<file path="config.mk">
export PLATFORM = sky130hd
export DESIGN_NAME = all_prime_array_check_unit
export DESIGN_NICKNAME = d
export VERILOG_FILES = /design/src/design/apac_pkg.sv /design/src/design/all_prime_array_check_unit.sv
export SDC_FILE = /design/constraint.sdc
export NUM_CORES = 1
export LEC_CHECK = 0
export BUFFER_PORTS_ARGS = -buffer_cell sky130_fd_sc_hd__buf_2
export CAP_MARGIN = 10
export CORE_AREA = 5 5 197 199
export CTS_CLUSTER_DIAMETER = 200
export DETAILED_ROUTE_END_ITERATION = 8
export DIE_AREA = 0 0 202 204
export GPL_ROUTABILITY_DRIVEN = 0
export GPL_TIMING_DRIVEN = 0
export PLACE_DENSITY = 0.62
export SYNTH_ARGS = -nofsm -noshare
export SYNTH_HDL_FRONTEND = slang
export SYNTH_SLANG_ARGS = --single-unit
</file>
<file path="constraint.sdc">
create_clock -name clk -period 6.4 [get_ports clk]
set_clock_uncertainty 0.15 [all_clocks]
set_input_delay 0.64 -clock clk [delete_from_list [all_inputs] [get_ports clk]]
set_output_delay 0.64 -clock clk [all_outputs]
set_load 0.01 [all_outputs]
</file>
<file path="src/design/apac_pkg.sv">
`default_nettype none
package apac_pkg;

    localparam int DATA_WIDTH = 32;
    // trial divisor and remainder: d*d stays at most one step past the value
    localparam int DIV_W = DATA_WIDTH / 2 + 1;
    localparam int REM_W = DIV_W + 1;
    localparam int SQ_W = 2 * DIV_W;
    localparam int CNT_W = $clog2(DATA_WIDTH);
    localparam int STEP_W = 4;

    typedef logic [STEP_W-1:0] step_t;

    typedef enum logic [3:0] {
        OP_NONE,
        OP_LOAD,
        OP_INIT_D,
        OP_SQUARE,
        OP_DIV_START,
        OP_DIV_STEP,
        OP_NEXT_D,
        OP_SET_YES,
        OP_SET_NO,
        OP_EMIT
    } op_t;

    // jump is taken when the condition is true, else the step counter advances
    typedef enum logic [3:0] {
        C_NEVER,
        C_ALWAYS,
        C_NO_INPUT,
        C_NOT_CAND,
        C_IS_TWO,
        C_SQ_GT,
        C_DIV_BUSY,
        C_REM_ZERO,
        C_OUT_BLOCKED
    } cond_t;

    typedef struct packed {
        op_t   op;
        cond_t cond;
        step_t target;
    } uword_t;

    localparam step_t S_IDLE   = 4'd0;
    localparam step_t S_SCREEN = 4'd1;
    localparam step_t S_TWO    = 4'd2;
    localparam step_t S_SQUARE = 4'd3;
    localparam step_t S_BOUND  = 4'd4;
    localparam step_t S_DIV    = 4'd5;
    localparam step_t S_TEST   = 4'd6;
    localparam step_t S_LOOP   = 4'd7;
    localparam step_t S_YES    = 4'd8;
    localparam step_t S_NO     = 4'd9;
    localparam step_t S_EMIT   = 4'd10;

    function automatic uword_t ucode_rom(input step_t step);
        uword_t w;
        case (step)
            S_IDLE:   w = '{OP_LOAD,      C_NO_INPUT,    S_IDLE};
            S_SCREEN: w = '{OP_NONE,      C_NOT_CAND,    S_NO};
            S_TWO:    w = '{OP_INIT_D,    C_IS_TWO,      S_YES};
            S_SQUARE: w = '{OP_SQUARE,    C_NEVER,       S_IDLE};
            S_BOUND:  w = '{OP_DIV_START, C_SQ_GT,       S_YES};
            S_DIV:    w = '{OP_DIV_STEP,  C_DIV_BUSY,    S_DIV};
            S_TEST:   w = '{OP_NEXT_D,    C_REM_ZERO,    S_NO};
            S_LOOP:   w = '{OP_NONE,      C_ALWAYS,      S_SQUARE};
            S_YES:    w = '{OP_SET_YES,   C_ALWAYS,      S_EMIT};
            S_NO:     w = '{OP_SET_NO,    C_NEVER,       S_IDLE};
            S_EMIT:   w = '{OP_EMIT,      C_OUT_BLOCKED, S_EMIT};
            default:  w = '{OP_NONE,      C_ALWAYS,      S_IDLE};
        endcase
        return w;
    endfunction

endpackage
`default_nettype wire

</file>
<file path="src/design/all_prime_array_check_unit.sv">
`default_nettype none
// Tests each incoming element for primality by trial division over odd divisors
// and reports, with each result, whether every element of the current array has
// been prime so far; array_done echoes last_element and marks the array verdict.
// One element is in work at a time. A value ruled out by sign, size or parity
// goes from the screen step to the no and emit steps; the value two goes through
// the two, yes and emit steps. Otherwise each odd divisor d from 3 while d*d <= value
// costs a pass through the restoring remainder unit at one bit a cycle, plus
// square, bound, test and loop steps, so a large prime near 2^31 is tried
// against about 23170 divisors. A finished result waits in the output register
// while the next element is taken.
module all_prime_array_check_unit
    import apac_pkg::*;
(
    input  wire logic                         clk,
    input  wire logic                         rst_n,
    input  wire logic                         in_valid,
    output logic                              in_stall,
    input  wire logic signed [DATA_WIDTH-1:0] value,
    input  wire logic                         last_element,
    output logic                              out_valid,
    input  wire logic                         out_stall,
    output logic                              element_is_prime,
    output logic                              all_prime_so_far,
    output logic                              array_done
);

    uword_t uw;

    step_t step_reg, step_next;
    logic [DATA_WIDTH-1:0] v_reg, v_next;
    logic last_reg, last_next;
    logic [DIV_W-1:0] d_reg, d_next;
    logic [SQ_W-1:0] sq_reg, sq_next;
    logic [REM_W-1:0] rem_reg, rem_next;
    logic [CNT_W-1:0] cnt_reg, cnt_next;
    logic prime_reg, prime_next;
    logic run_reg, run_next;
    logic out_valid_reg, out_valid_next;
    logic out_prime_reg, out_prime_next;
    logic out_all_reg, out_all_next;
    logic out_done_reg, out_done_next;

    logic cond_true;
    logic v_le_one;
    logic v_is_two;
    logic out_blocked;
    logic [REM_W-1:0] rem_shift;
    logic [REM_W-1:0] d_ext;
    logic all_now;

    assign uw = ucode_rom(step_reg);

    assign v_le_one = (v_reg[DATA_WIDTH-1:1] == '0);
    assign v_is_two = (v_reg == DATA_WIDTH'(2));
    assign out_blocked = out_valid_reg && out_stall;
    assign rem_shift = {rem_reg[REM_W-2:0], v_reg[cnt_reg]};
    assign d_ext = {1'b0, d_reg};
    assign all_now = run_reg & prime_reg;

    always_comb
    begin
        case (uw.cond)
            C_NEVER:       cond_true = 1'b0;
            C_ALWAYS:      cond_true = 1'b1;
            C_NO_INPUT:    cond_true = !in_valid;
            C_NOT_CAND:    cond_true = v_reg[DATA_WIDTH-1] || v_le_one
                                       || (!v_reg[0] && !v_is_two);
            C_IS_TWO:      cond_true = v_is_two;
            C_SQ_GT:       cond_true = (sq_reg > SQ_W'(v_reg));
            C_DIV_BUSY:    cond_true = (cnt_reg != '0);
            C_REM_ZERO:    cond_true = (rem_reg == '0);
            C_OUT_BLOCKED: cond_true = out_blocked;
            default:       cond_true = 1'b0;
        endcase
    end

    always_comb
    begin
        step_next      = cond_true ? uw.target : step_reg + step_t'(1);
        v_next         = v_reg;
        last_next      = last_reg;
        d_next         = d_reg;
        sq_next        = sq_reg;
        rem_next       = rem_reg;
        cnt_next       = cnt_reg;
        prime_next     = prime_reg;
        run_next       = run_reg;
        out_valid_next = out_valid_reg && out_stall;
        out_prime_next = out_prime_reg;
        out_all_next   = out_all_reg;
        out_done_next  = out_done_reg;

        case (uw.op)
            OP_NONE:
            begin
            end
            OP_LOAD:
            begin
                v_next    = value;
                last_next = last_element;
            end
            OP_INIT_D:
            begin
                d_next = DIV_W'(3);
            end
            OP_SQUARE:
            begin
                sq_next = SQ_W'(d_reg) * SQ_W'(d_reg);
            end
            OP_DIV_START:
            begin
                rem_next = '0;
                cnt_next = CNT_W'(DATA_WIDTH - 1);
            end
            OP_DIV_STEP:
            begin
                // restoring remainder: shift in the next bit, subtract when it fits
                rem_next = (rem_shift >= d_ext) ? rem_shift - d_ext : rem_shift;
                cnt_next = cnt_reg - CNT_W'(1);
            end
            OP_NEXT_D:
            begin
                d_next = d_reg + DIV_W'(2);
            end
            OP_SET_YES:
            begin
                prime_next = 1'b1;
            end
            OP_SET_NO:
            begin
                prime_next = 1'b0;
                step_next  = S_EMIT;
            end
            OP_EMIT:
            begin
                // hold until the output register frees up
                if (!out_blocked)
                begin
                    out_valid_next = 1'b1;
                    out_prime_next = prime_reg;
                    out_all_next   = all_now;
                    out_done_next  = last_reg;
                    run_next       = last_reg ? 1'b1 : all_now;
                    step_next      = S_IDLE;
                end
            end
            default:
            begin
            end
        endcase
    end

    always_ff @(posedge clk or negedge rst_n)
    begin
        if (!rst_n)
        begin
            step_reg      <= S_IDLE;
            run_reg       <= 1'b1;
            out_valid_reg <= 1'b0;
        end
        else
        begin
            step_reg      <= step_next;
            run_reg       <= run_next;
            out_valid_reg <= out_valid_next;
        end
    end

    always_ff @(posedge clk)
    begin
        v_reg         <= v_next;
        last_reg      <= last_next;
        d_reg         <= d_next;
        sq_reg        <= sq_next;
        rem_reg       <= rem_next;
        cnt_reg       <= cnt_next;
        prime_reg     <= prime_next;
        out_prime_reg <= out_prime_next;
        out_all_reg   <= out_all_next;
        out_done_reg  <= out_done_next;
    end

    assign in_stall         = (step_reg != S_IDLE);
    assign out_valid        = out_valid_reg;
    assign element_is_prime = out_prime_reg;
    assign all_prime_so_far = out_all_reg;
    assign array_done       = out_done_reg;

endmodule
`default_nettype wire

</file>
==> reports/results.ini, run 1 <==
[status]
status = complete, but fails checks
violations = negative setup slack

[logic_synthesis]
yosysTopAreaCellShare = 0.265
synthCells = 1487
yosys.cell_types.count = 73
ys_ff_latch = 114
ys_seq_area_frac = 0.234
yosysWarnings = 0
syn-cell-area_sq_um = 14500
synth_nets = 1881
synth_top_area_cell = fa_1
yosys-top-cells-area = fa_1 27%, edfxtp_1 22%, ha_1 14%
synth-main-ff-cell = edfxtp_1
synth_edf_count = 108
yosys.cell_count.top_type = inv_1
yosys-top-cells-count = 316 x inv_1, 192 x fa_1, 165 x ha_1
async_flop_share = 0.0526
synth.avg_cell_area_sq_um = 9.74

[route]
remaining_drc_errors = 0
dr.pass1.iters = 5
vias_per_cell = 5.23
via_count = 11100
routed_wl_microns = 37700
antenna_left = 0
drt_iter0_drc = 837
wl_per_cell_microns = 17.8

[floorplanning]
die_height_microns = 204
start_util = 0.391
core_area_sq_um = 37000
io_pins = 42
row_count = 71
die_area_sq_um = 41200
dieWidth_microns = 202

[grt]
grt_pass1_vias = 11400
antenna_found_initial = 0
grt_pass1_wl_microns = 59700
grt.met3_usage = 0.0230
gr-usage-met2 = 0.315
grt_max_degree = 34
met1_usage = 0.243
top_usage_layer = met2
grt_usage = 0.183
grt_overflow_total = 0

[placement]
dpl-instance-area_sq_um = 15500
io_buffer_count = 41
dp_slack_ns = -1.39
place_hpwl_microns = 28500

[cells_and_area]
utilization = 0.470
antenna_cells = 0
drive_above_1_share = 0.194
areaGrowthSynthToFinish_pct = 20.3
design_area_sq_um = 17400
fin_nets = 2018

[setup_path]
startpoint_type = register
path_class = register to register
path_max_fanout = 5
required_ns = 6.43
r2r_slack_ns = -0.04
cp-end-kind = register
path_buf_inv = 8
slowest_delay_ns = 0.55
crit_chain = buf_8, buf_4, nand2_2, fa_1, inv_1, fa_2, inv_2, fa_1, fa_1, inv_1, fa_1, inv_1, fa_1, inv_1, ha_4, and3_4, buf_4, and3_1, a221oi_2, a21oi_2, a2111oi_2, o21bai_1, a21oi_1, xnor2_1
cpMaxStageDelayCell = fa_1
cpMostUsedCell = fa_1
crit_family = adder cells
crit_arrival_ns = 6.47

[clock_network]
cts_made_buffers = 17
clk_pin_slew_ns = 0.07
cts_tree = done
clk_latency_ns = 0.43
cts-root-buf = clkbuf_16
clkSinkCount = 114
clockBufferDepth = 2
htree_levels = 4

[sta]
timing.fmax_ghz = 0.155
finalCriticalPeriod_ns = 6.44
rsz0062_at_grt = yes
slew_violations = 0
worst_pin_slew_ns = 0.994
post-route-period-util = 1.01
slew_headroom = 0.336
setup_viol = 2
timing.setup.tns_ns = -0.0378
timing.final.ws_setup_ns = -0.0369
hold_violations = 0

[run]
maxCapViolations = 0

[min_path]
hold_path_class = primary input to register

-- metal layers --
layer	routed length, microns	share of wire	up-vias
met5	0	0	-
met4	894	0.024	0
met3	2210	0.059	69
met2	18700	0.50	321
met1	15800	0.42	5542
li1	-	-	5119
-- kinds of logic after synthesis --
| family | count (synthesis) | synth area share |
|---|---|---|
| mux | 19 | 0.0197 |
| compound gates | 187 | 0.0853 |
| xor+xnor | 68 | 0.0411 |
| simple gates | 380 | 0.117 |
| fa+ha+maj | 357 | 0.408 |
| flops | 114 | 0.234 |
| buf+inv | 362 | 0.0946 |
-- stage by stage --
stage / instances / hold slack (ns)
after floorplan: 1487 / 0.194
after global placement: 2002 / 0.276
after detailed placement: 2005 / 0.284
after CTS: 2092 / 0.218
after global routing: 2111 / 0.218
final: 2111 / 0.228
-- final timing paths --
| check | from | end | cells past startpoint |
|---|---|---|---|
| worst min register to register | prime_reg$_DFFE_PP_ | element_is_prime$_DFFE_PP_ | 0 |
| worst max register to register | d_reg[9]$_SDFFCE_PN0P_ | sq_reg[33]$_DFFE_PN_ | 24 |
| worst max-delay path | d_reg[9]$_SDFFCE_PN0P_ | sq_reg[33]$_DFFE_PN_ | 24 |
| max in group asynchronous | rst_n | run_reg$_DFFE_PN1P_ | 2 |
| min in group asynchronous | rst_n | step_reg[0]$_DFF_PN0_ | 2 |
| worst min-delay path | value[23] | v_reg[23]$_DFFE_PN_ | 1 |
-- cells in the final DEF, fill, tap and decap left out, drive strengths merged, types with 15 or more instances in the layout --
master / instances
ha: 165
edfxtp: 108
nor3: 15
clkbuf: 40
inv: 319
fa: 192
o21ai: 31
nand3: 23
nand2: 146
a21oi: 62
nor2: 116
nor4: 15
buf: 132
xnor2: 56
a21o: 18
-- cell type report --
cell class                      count  area, sq um
Fill cell                        3363        19600
Timing Repair Buffer              119          887
Clock buffer                       17          425
Inverter                          324         1320
Sequential cell                   114         3390
Multi-Input combinational cell   1011        10200
Clock inverter                     15          198
Buffer                             37          358
Tap cell                          474          593
-- what timing repair did --
action                                 in CTS  in global routing
endpoints found under the hold margin       5                  0
gates resized for setup                   104                 83
buffers inserted                           54                 18
hold buffers                                1                  0
setup endpoints to repair                  21                 14
gates cloned                                1                  1
pin swaps                                  37                 68
Power of run 1 is left out: the tool's default activity adds up to more than one toggle a clock period on the data nets, which glitch-free logic cannot reach.
==> inputs of run 2 (changes only) <==
CORE_AREA = 5 5 210 212   (was 5 5 197 199)
CTS_BUF_LIST = sky130_fd_sc_hd__clkbuf_4 sky130_fd_sc_hd__clkbuf_8   (was unset)
DIE_AREA = 0 0 215 217   (was 0 0 202 204)
PLACE_DENSITY = 0.56   (was 0.62)
==> run 2 against run 1 <==
The run still ends with negative setup slack left. Via count is 0.89% lower. Die area rose by 13%. Hold slack got worse by 0.031 ns. Register-to-register slack improved by 0.03 ns. Fmax is 0.42% higher. Cell area is 0.83% lower. Utilization is 5.7 points lower. Clock-buffer cell count did not move. First-iteration DRC count decreased by 35%. Wire length grew 0.17%. Global-route usage is 1.8 points lower. Critical endpoint is now sq_reg[30]$_DFFE_PN_. Largest cell class unchanged.
==> reports/results.ini, run 2 (synthesis results as in run 1) <==
[sta]
timing.fmax_ghz = 0.156  ; was 0.155 GHz
slew_violations = 0  ; unchanged
slew_headroom = 0.266  ; was 0.336
post-route-period-util = 1.00  ; was 1.01
timing.setup.tns_ns = -0.00989  ; was -0.0378 ns
rsz0062_at_grt = yes  ; unchanged
worst_pin_slew_ns = 1.10  ; was 0.994 ns
fin_hold_ws_ns = 0.197  ; was 0.228 ns
timing.final.ws_setup_ns = -0.00989  ; was -0.0369 ns
hold_violations = 0  ; unchanged
setup_viol = 1  ; was 2
finalCriticalPeriod_ns = 6.41  ; was 6.44 ns

[setup_path]
crit_arrival_ns = 6.48  ; was 6.47 ns
path_max_fanout = 6  ; was 5
cpMaxStageDelayCell = fa_1  ; unchanged
cpMostUsedCell = fa_1  ; unchanged
cp-end-kind = register  ; unchanged
required_ns = 6.47  ; was 6.43 ns
startpoint_type = register  ; unchanged
slowest_delay_ns = 0.55  ; about the same
path_class = register to register  ; unchanged

[floorplanning]
io_pins = 42  ; unchanged
row_count = 75  ; was 71
die_height_microns = 217  ; was 204 microns
dieWidth_microns = 215  ; was 202 microns
start_util = 0.347  ; was 0.391
core_area_sq_um = 41800  ; was 37000 sq um
die_area_sq_um = 46700  ; was 41200 sq um

[clock_network]
clk_latency_ns = 0.48  ; was 0.43 ns
cts_made_buffers = 17  ; unchanged
clkSinkCount = 114  ; unchanged
htree_levels = 4  ; unchanged
clockBufferDepth = 2  ; unchanged
clk_pin_slew_ns = 0.09  ; was 0.07 ns
cts-root-buf = clkbuf_8  ; was clkbuf_16
cts_tree = done  ; unchanged

[route]
dr.pass1.iters = 5  ; unchanged
drt_iter0_drc = 544  ; was 837
wl_per_cell_microns = 17.3  ; was 17.8 microns
via_count = 11000  ; was 11100
antenna_left = 0  ; unchanged
routed_wl_microns = 37700  ; about the same
vias_per_cell = 5.03  ; was 5.23
remaining_drc_errors = 0  ; unchanged

[grt]
grt_pass1_vias = 11500  ; was 11400
grt_usage = 0.164  ; was 0.183
grt_overflow_total = 0  ; unchanged
antenna_found_initial = 0  ; unchanged
grt_pass1_wl_microns = 60800  ; was 59700 microns
grt_max_degree = 34  ; unchanged

[placement]
io_buffer_count = 41  ; unchanged
place_hpwl_microns = 29200  ; was 28500 microns
dp_cells = 2069  ; was 2005

[status]
status = complete, but fails checks  ; unchanged
violations = negative setup slack  ; unchanged

[cells_and_area]
multi_input_area_sq_um = 10300  ; was 10200 sq um
areaGrowthSynthToFinish_pct = 19.3  ; was 20.3%
drive_above_1_share = 0.195  ; was 0.194
regArea_sq_um = 3390  ; unchanged
fillers = 4004  ; was 3363
antenna_cells = 0  ; unchanged
final_cell_count_no_fill = 2179  ; was 2111
final_common_cell = inv_1  ; unchanged
final_cell_mix = 298 x inv_1, 185 x fa_1, 152 x ha_1, 136 x nand2_1, 108 x edfxtp_1  ; was 299 x inv_1, 180 x fa_1, 150 x ha_1, 137 x nand2_1, 108 x edfxtp_1
fin_nets = 2021  ; was 2018

[min_path]
hold_path_class = primary input to register  ; unchanged

[run]
maxCapViolations = 0  ; unchanged

run 2: cell count changes in the layout (fill, tap and decap cells not counted), moves of 6 or more:
cell	change
buf_4	+14
buf_6	-7
clkbuf_16	-19
clkbuf_8	+14
nor2_2	-9
nor2_4	+6
run 2: cell type report:
class / count / area share
Buffer: 37 / 0.0199
Timing Repair Buffer: 122 / 0.0497
Clock buffer: 17 / 0.0135
Tap cell: 539 / 0.0390
Multi-Input combinational cell: 1011 / 0.596
Sequential cell: 114 / 0.196
Clock inverter: 15 / 0.00941
Inverter: 324 / 0.0757
run 2: what timing repair did:
action	4_1_cts	5_1_grt
pin swaps	30	32
resized for setup	107	80
endpoints found under the setup margin	20	12
hold buffers	1	0
buffers inserted	58	20
endpoints found under the hold margin	5	0
run 2: path summary, 6_finish.rpt:
path	startpoint	cells after the start	slack, ns	endpoint
hold / removal	value[31]	1	0.20	v_reg[31]$_DFFE_PN_
setup / recovery	d_reg[10]$_SDFFCE_PN0P_	25	-0.01	sq_reg[30]$_DFFE_PN_
setup reg to reg	d_reg[10]$_SDFFCE_PN0P_	25	-0.01	sq_reg[30]$_DFFE_PN_
max in group asynchronous	rst_n	2	5.48	run_reg$_DFFE_PN1P_
min in group asynchronous	rst_n	2	0.37	step_reg[2]$_DFF_PN0_
hold reg to reg	prime_reg$_DFFE_PP_	0	0.31	element_is_prime$_DFFE_PP_
run 2: metrics by stage:
stage | util | instance area [sq um] | worst slack [ns]
global route | 0.414 | 17300 | -0.156
finish | 0.414 | 17300 | -0.00989
floorplan | - | 14600 | 0.00204
global placement | 0.371 | 15500 | -1.27
CTS | 0.404 | 16900 | 0.00157
detailed placement | 0.372 | 15500 | -1.27
run 2: critical path: cells and delay by family (launching register included):
family | cells | cell delay, ns
xor+xnor | 1 | 0.09
fa+ha+maj | 7 | 3.24
flops | 1 | 0.48
compound gates | 6 | 0.99
simple gates | 3 | 0.23
buf+inv | 8 | 0.96
run 2: metal layers:
metal / vias to the layer above / share of wire / GRT usage
li1: 5118 / - / -
met1: 5511 / 0.42 / 0.210
met2: 261 / 0.50 / 0.288
met3: 63 / 0.053 / 0.0295
met4: 0 / 0.028 / 0.0465
met5: - / 0 / 0
Power of run 2 is left out for the same reason.
